===== config.mk =====
export PLATFORM = sky130hd
export DESIGN_NAME = pli_controller
export DESIGN_NICKNAME = d
export VERILOG_FILES = /design/src/design/pli_pkg.sv /design/src/design/pli_controller.sv
export SDC_FILE = /design/constraint.sdc
export NUM_CORES = 1
export LEC_CHECK = 0
export ABC_AREA = 1
export BUFFER_PORTS_ARGS = -buffer_cell sky130_fd_sc_hd__buf_2
export CORE_UTILIZATION = 35
export CTS_CLUSTER_SIZE = 30
export DETAILED_ROUTE_END_ITERATION = 10
export GPL_ROUTABILITY_DRIVEN = 0
export PLACE_DENSITY = 0.66
export SETUP_SLACK_MARGIN = 0.4
export SYNTH_ARGS = -nofsm -noshare
export SYNTH_HDL_FRONTEND = slang
export SYNTH_SLANG_ARGS = --single-unit
export TNS_END_PERCENT = 20

===== constraint.sdc =====
create_clock -name clk -period 1.8 [get_ports clk]
set_clock_uncertainty 0.15 [all_clocks]
set_input_delay 0.18 -clock clk [delete_from_list [all_inputs] [get_ports clk]]
set_output_delay 0.18 -clock clk [all_outputs]
set_load 0.02 [all_outputs]

===== src/design/pli_pkg.sv =====
`default_nettype none
package pli_pkg;

	localparam int MAX_POINTS_DEF = 64;
	localparam int DATA_WIDTH_DEF = 32;

	localparam int POINT_INDEX_W = 6;
	localparam int SEGMENT_W     = 6;
	localparam int STATUS_W      = 2;
	localparam int POINT_COUNT_W = 7;
	localparam int CFG_INDEX_W   = 4;
	localparam int CFG_DATA_W    = 8;

	localparam logic [POINT_COUNT_W-1:0] POINT_COUNT_RST = 7'd2;

	localparam logic OP_WRITE = 1'b0;
	localparam logic OP_QUERY = 1'b1;

	typedef enum logic [CFG_INDEX_W-1:0] {
		REG_POINT_COUNT = 4'd0,
		REG_CLAMP_MODE  = 4'd1
	} cfg_reg_t;

	typedef enum logic [STATUS_W-1:0] {
		ST_OK         = 2'd0,
		ST_CLAMPED    = 2'd1,
		ST_REJECTED   = 2'd2,
		ST_WRITE_DONE = 2'd3
	} status_t;

	typedef enum logic [3:0] {
		DP_NONE,
		DP_ACCEPT,
		DP_RD_FIRST,
		DP_RD_LAST,
		DP_CHECK,
		DP_SCAN,
		DP_LOAD_K0,
		DP_PREP,
		DP_SAT,
		DP_MUL,
		DP_DIV,
		DP_FINISH
	} dp_op_t;

	typedef struct packed {
		dp_op_t op;
		logic   load_out;
	} dp_cmd_t;

	typedef struct packed {
		logic is_query;
		logic reject;
		logic scan_more;
		logic trivial;
	} dp_sts_t;

endpackage
`default_nettype wire


===== src/design/pli_controller.sv =====
`default_nettype none
module pli_controller #(
	parameter int DATA_WIDTH = pli_pkg::DATA_WIDTH_DEF
) (
	input  wire                   clk,
	input  wire                   arst_n,
	input  wire                   in_valid,
	output logic                  in_stall,
	output logic                  out_valid,
	input  wire                   out_stall,
	output pli_pkg::dp_cmd_t      cmd,
	input  wire pli_pkg::dp_sts_t sts
);

	localparam int CNTW = $clog2(DATA_WIDTH);
	localparam logic [CNTW-1:0] CNT_LAST = CNTW'(DATA_WIDTH - 1);

	typedef enum logic [3:0] {
		S_IDLE,
		S_FIRST,
		S_LAST,
		S_CHECK,
		S_SCAN,
		S_K0,
		S_PREP,
		S_SAT,
		S_MUL,
		S_DIV,
		S_FINISH,
		S_DONE
	} state_t;

	state_t          state_q;
	logic [CNTW-1:0] cnt_q;
	logic            out_valid_q;
	logic            out_free;

	assign in_stall  = state_q != S_IDLE;
	assign out_valid = out_valid_q;
	assign out_free  = !out_valid_q || !out_stall;

	always_comb begin
		cmd.op       = pli_pkg::DP_NONE;
		cmd.load_out = 1'b0;
		case (state_q)
			S_IDLE:   if (in_valid) cmd.op = pli_pkg::DP_ACCEPT;
			S_FIRST:  cmd.op = pli_pkg::DP_RD_FIRST;
			S_LAST:   cmd.op = pli_pkg::DP_RD_LAST;
			S_CHECK:  cmd.op = pli_pkg::DP_CHECK;
			S_SCAN:   cmd.op = pli_pkg::DP_SCAN;
			S_K0:     cmd.op = pli_pkg::DP_LOAD_K0;
			S_PREP:   cmd.op = pli_pkg::DP_PREP;
			S_SAT:    cmd.op = pli_pkg::DP_SAT;
			S_MUL:    cmd.op = pli_pkg::DP_MUL;
			S_DIV:    cmd.op = pli_pkg::DP_DIV;
			S_FINISH: cmd.op = pli_pkg::DP_FINISH;
			S_DONE:   cmd.load_out = out_free;
			default:  cmd.op = pli_pkg::DP_NONE;
		endcase
	end

	always_ff @(posedge clk or negedge arst_n) begin
		if (!arst_n) begin
			state_q     <= S_IDLE;
			cnt_q       <= '0;
			out_valid_q <= 1'b0;
		end else begin
			if (state_q == S_DONE && out_free)
				out_valid_q <= 1'b1;
			else if (out_valid_q && !out_stall)
				out_valid_q <= 1'b0;
			case (state_q)
				S_IDLE: begin
					if (in_valid)
						state_q <= sts.is_query ? S_FIRST : S_DONE;
				end
				S_FIRST: state_q <= S_LAST;
				S_LAST:  state_q <= S_CHECK;
				S_CHECK: state_q <= sts.reject ? S_DONE : S_SCAN;
				S_SCAN: begin
					if (!sts.scan_more)
						state_q <= S_K0;
				end
				S_K0:   state_q <= S_PREP;
				S_PREP: state_q <= S_SAT;
				S_SAT: begin
					cnt_q   <= '0;
					state_q <= sts.trivial ? S_DONE : S_MUL;
				end
				S_MUL: begin
					if (cnt_q == CNT_LAST) begin
						cnt_q   <= '0;
						state_q <= S_DIV;
					end else begin
						cnt_q <= cnt_q + CNTW'(1);
					end
				end
				S_DIV: begin
					if (cnt_q == CNT_LAST)
						state_q <= S_FINISH;
					else
						cnt_q <= cnt_q + CNTW'(1);
				end
				S_FINISH: state_q <= S_DONE;
				S_DONE: begin
					if (out_free)
						state_q <= S_IDLE;
				end
				default: state_q <= S_IDLE;
			endcase
		end
	end

	a_write_to_done: assert property (@(posedge clk) disable iff (!arst_n)
		(state_q == S_IDLE && in_valid && !sts.is_query) |=> state_q == S_DONE)
		else $error("write item did not go straight to result");

	a_reject_to_done: assert property (@(posedge clk) disable iff (!arst_n)
		(state_q == S_CHECK && sts.reject) |=> state_q == S_DONE)
		else $error("rejected query went on to search");

	a_mul_to_div: assert property (@(posedge clk) disable iff (!arst_n)
		(state_q == S_MUL && cnt_q == CNT_LAST) |=> (state_q == S_DIV && cnt_q == '0))
		else $error("divide did not start with a cleared count");

	a_done_loads: assert property (@(posedge clk) disable iff (!arst_n)
		(state_q == S_DONE && out_free) |=> (out_valid_q && state_q == S_IDLE))
		else $error("result not presented after completion");

endmodule
`default_nettype wire


Word level (Yosys, flattened, before mapping)
Cells that the tools add are included.

storage, ports and cells
  flip-flop bits (word level) = 10
  output and inout bits = 7
  word-level logic and storage cells = 50

cells by class
  $add $sub $neg = 1
  eq/ne operators = 18
  muxes and demuxes = 17
  reduce and logical (&&, ||, !) cells = 11

operator list
  kind                                                                    number
  4-bit one-hot mux with 12 select lines                                  1
  4-bit one-hot mux with 11 select lines                                  1
  4-bit 2-to-1 mux                                                        7
  4-bit by 3-bit equality test with 1-bit output (second input constant)  4
  4-bit equality test (second input constant)                             4
  5-bit one-hot mux with 3 select lines                                   1
  2-bit inequality test (second input constant)                           6
  5-bit 2-to-1 mux                                                        2
  4-bit by 2-bit equality test with 1-bit output (second input constant)  2
  5-bit by 1-bit adder with 5-bit output (second input constant)          1
  5-bit equality test (second input constant)                             1
  5-bit AND reduction                                                     1
  4-bit by 1-bit equality test with 1-bit output (second input constant)  1
  4-bit logical NOT                                                       1
  1-bit 2-to-1 mux                                                        4
  4-bit nonzero test                                                      1
  3-bit nonzero test                                                      1
  1-bit logical AND                                                       2
  1-bit logical NOT                                                       2
  2-bit 2-to-1 mux                                                        1
  2-bit AND reduction                                                     1
  2-bit nonzero test                                                      1
  1-bit logical OR                                                        1

Depth between registers and ports, before layout
  depth after elaboration = 4
  gate-level depth with buffers = 10
  gate-level depth less buffers = 10

Least setup slack after synthesis
OpenSTA, ideal clock, no wires.

  kind = reg-to-reg
  from = register cnt_q[0]
  to = register cnt_q[0]
  setup time = 0.122 ns
  arrival = 1.359 ns
  data required time = 1.528 ns
  slack = 0.169 ns
  stages on the path, launching flop included = 10
  buffers on the path = 0
  cells stage by stage = dfrtp_1 ha_1 and3_1 ha_1 nand2_1 inv_1 nand3_2 nand2_1 nand2_1 o21ai_1

on the way
  cells in the longest elaborated chain, start to end = 3

RTL lines
  element                                                                               RTL line               text
  from (decl)                                                                           pli_controller.sv:34   logic [CNTW-1:0] cnt_q;
  from (signal assigned)                                                                pli_controller.sv:95   cnt_q <= cnt_q + CNTW'(1);
  from (signal assigned)                                                                pli_controller.sv:102  cnt_q <= cnt_q + CNTW'(1);
  5-bit by 1-bit adder with 5-bit output / 5-bit equality test (equally long branches)  --
  5-bit 2-to-1 mux (tied with other cells)                                              pli_controller.sv:99   if (cnt_q == CNT_LAST)
  5-bit one-hot mux with 3 select lines / 2-bit AND reduction (equally long branches)   --

Parallel ways exist; a longest one is shown, timed or not. The select of a mux whose other input is x is not followed.
A chain may end at the register's enable or synchronous reset.

==> metrics.md <==
| Metric | Value |
|---|---|
| Root Driver | `clkbuf_4` |
| F_max | `about 610 MHz` |
| Synth cell types | `19` |
| Total CTS buffers | `3` |
| Fin area | `1010 sq um` |
| Slew Limit Headroom | `84.3%` |
| Final Cycle Share | `around 90%` |
| Synth top area share | `34.7%` |
| Setup crit end kind | `output port` |
| Grt met2 use | `31.8%` |
| Mapped Nets | `around 120` |
| Place WS | `0.220 ns` |
| Placed cell area | `around 860 sq um` |
| H-Tree Depth | `1` |
| CP Class | `reg -> out` |
| ANT nets after route | `0` |
| Pin count of the biggest net entering global routing | `11` |
| Startpoint Class | `flop` |
| First-pass DRT Iterations | `4` |
| WP data arrival | `around 1.3 ns` |
| Layout fillers | `~200` |
| Layer carrying the most global-route usage | `met2` |
| Mapped Area | `between 700 and 800 sq um` |
| HP Class | `in -> reg` |
| Pwr/cell area | `around 1800 nW/um^2` |
| Wire length of the first global-routing pass | `roughly 2800 um` |
| Post-DP HPWL | `about 1300 um` |
| Outcome | `finished clean` |
| Unrepaired setup endpoints after global routing | `true` |
| WP buf/inv | `1` |
| Vias | `between 700 and 800` |
| Final Power | `about 0.0018 W` |
| Vias/cell | `around 4.7` |
| Synthesis-to-finish area growth | `40.5%` |
| FF+latch count, synth | `10` |
| Met3 usage | `approximately 3.5%` |
| Worst-path clk slew | `~0.070 ns` |
| Post-synthesis sequential area ratio | `between 30% and 40%` |
| Max-slew violation count | `0` |
| DR DRC count | `0` |
| Die width | `between 40 and 50 um` |
| Number of I/O port buffers | `14` |
| Delay-heaviest family, CP | `flip-flops` |
| Setup violations, final | `0` |
| Worst slew pin tran | `approximately 0.24 ns` |
| Detailed-route wire length | `1730 um` |
| IO Pins | `15` |
| Overflow after GRT | `0` |
| Die area | `2240 sq um` |
| Min Clock Period, post-route | `between 1.5 and 2 ns` |
| Slowest cell on crit path | `dfrtp_2` |
| Hold violation count in the final report | `0` |
| Area contributors post-synth | `dfrtp_1, nand2_1, nand3_1` |
| Ys Warns | `0` |
| 1st-iter DRT viols | `10` |
| Diode count | `0` |
| Post-Syn Area per Cell | `around 6.8 sq um` |
| Syn Inst Count | `~110` |
| Site Rows | `16` |
| Final core occ | `52.1%` |
| Final nets | `between 100 and 150` |
| PnR worst setup slack | `0.153 ns` |
| WP data required | `1.47 ns` |
| Insertion delay to the later sink of the worst-skew pair | `0.27 ns` |
| Max VDD drop | `approximately 0.0010 V` |
| Antenna violations before repair | `0` |
| CTS tree | `done` |
| Clock Tree Buf Depth | `2` |
| Leak pwr | `between 0.5 and 0.6 nW` |
| Max cap viols | `0` |
| Clock Sinks | `10` |
| Cell chain of the critical path | `nor2_4, o211ai_1, o21ai_0, buf_2` |
| Die height | `about 47 um` |
| Critical path peak fanout | `7` |
| GRT met1 Usage | `roughly 22%` |
| Core ar. | `around 1900 sq um` |
| Setup TNS | `0 ns` |
| Max stage delay on crit path | `0.47 ns` |
| Fraction of layout cells with a size suffix above 1 | `40.9%` |
| Routed len/inst | `around 11 um` |
| Starting density of the core | `37.1%` |
| Vias in the first global route | `between 600 and 700` |
| GRT Util Overall | `between 10% and 20%` |
| Largest area contributor in the netlist | `dfrtp_1` |
-- cells in the mapped netlist, drive strengths merged --
cell type / n
inv: 14
nand2: 40
xor2: 1
o21a: 1
o21ai: 5
nor2: 13
and3: 2
nand3b: 1
o211ai: 1
nand3: 14
nand4: 2
dfrtp: 10
ha: 2
-- cells by family (layout without fill, tap and decap cells) --
kind of cell / count (synthesis) / count (layout) / synth area share, %
AOI/OAI and AO/OA: 7 / 7 / 5.56
xor gates and xnor gates: 1 / 1 / 1.22
adders and majority gates: 2 / 2 / 3.47
buffers and inverters: 14 / 40 / 7.29
DFF: 10 / 10 / 34.7
and+or+nand+nor: 72 / 72 / 47.7
-- layer usage --
layer,wire length [um],share of wire (%),up-vias
met5,0,0,-
li1,-,-,394
met1,751,43,346
met3,40,2.3,5
met4,35,2.0,0
met2,906,52,9
-- worst min-delay path: stages --
cell,delay [ns]
buf_2,0.08
nand3_1,0.08
nand4_1,0.09
nand2_1,0.05
nand2_1,0.05
-- worst paths after layout --
kind,start,end,slack (ns),cells past startpoint
max,state_q[2],cmd[1],0.15,4
min,sts[0],state_q[1],0.13,5
max reg2reg,cnt_q[0],cnt_q[0],0.21,9
min in group asynchronous,arst_n,state_q[2],0.14,2
max in group asynchronous,arst_n,state_q[1],1.15,2
min reg2reg,cnt_q[1],cnt_q[1],0.35,2
-- where the power goes --
| group | total, W | leakage (nW) | switching (W) | internal [W] |
|---|---|---|---|---|
| logic | 0.00116 | 0.396 | 0.000698 | 0.000458 |
| registers | 0.000477 | 0.125 | 0.000150 | 0.000328 |
| clock network | 0.000162 | 0.0138 | 0.0000842 | 0.0000775 |
-- registers in the layout (all words and copies together) (netlist names) --
register   cells
out_valid      1
state_q        4
cnt_q          5
-- cell type report --
type	count	area [sq um]	share of cell area (%)
sequential	10	255	25.2
tap	27	33.8	3.34
timing repair buffer	23	158	15.6
multi-input combinational	82	485	48.0
clock buffer	3	22.5	2.22
inverter	14	57.6	5.69
-- stage by stage --
| stage | hold slack (ns) | cells |
|---|---|---|
| floorplan | -0.266 | 106 |
| detailed placement | -0.0901 | 147 |
| global route | 0.179 | 159 |
| finish | 0.131 | 159 |
| CTS | 0.140 | 156 |
| global placement | -0.0894 | 147 |
-- layout by cell type, fill, tap and decap left out --
| master | Yosys | layout |
|---|---|---|
| nand2_1 | 34 | 32 |
| nand3_1 | 13 | 12 |
| buf_2 | 0 | 12 |
| inv_1 | 11 | 7 |
| nor2_1 | 8 | 6 |
| nand2_2 | 6 | 6 |
| dfrtp_1 | 10 | 6 |
| buf_4 | 0 | 6 |
| nor2_4 | 2 | 5 |
| inv_2 | 3 | 5 |
| dfrtp_2 | 0 | 4 |
| o21ai_0 | 3 | 3 |
| clkbuf_4 | 0 | 3 |
| dlygate4sd3_1 | 0 | 3 |
| nand2_4 | 0 | 2 |
| inv_4 | 0 | 2 |
| nor2_2 | 3 | 2 |
| o21ai_1 | 2 | 2 |
| nand4_1 | 2 | 2 |
| buf_6 | 0 | 2 |
| and3_4 | 0 | 1 |
| o21a_1 | 1 | 1 |
| o211ai_1 | 1 | 1 |
| nand3b_1 | 1 | 1 |
| nand3_4 | 0 | 1 |
| and3_1 | 2 | 1 |
| nand3_2 | 1 | 1 |
| xor2_1 | 1 | 1 |
| ha_2 | 0 | 1 |
| ha_4 | 0 | 1 |
-- repair_timing --
action                                  4_1_cts  5_1_grt
gates resized for setup                      13        6
pin swaps                                     2        3
hold buffers                                  3        0
setup buffers                                 3        3
endpoints found under the setup margin       14       14
hold endpoints to repair                     12        0
cloned                                        0        0
(Power assumes the default switching activity.)
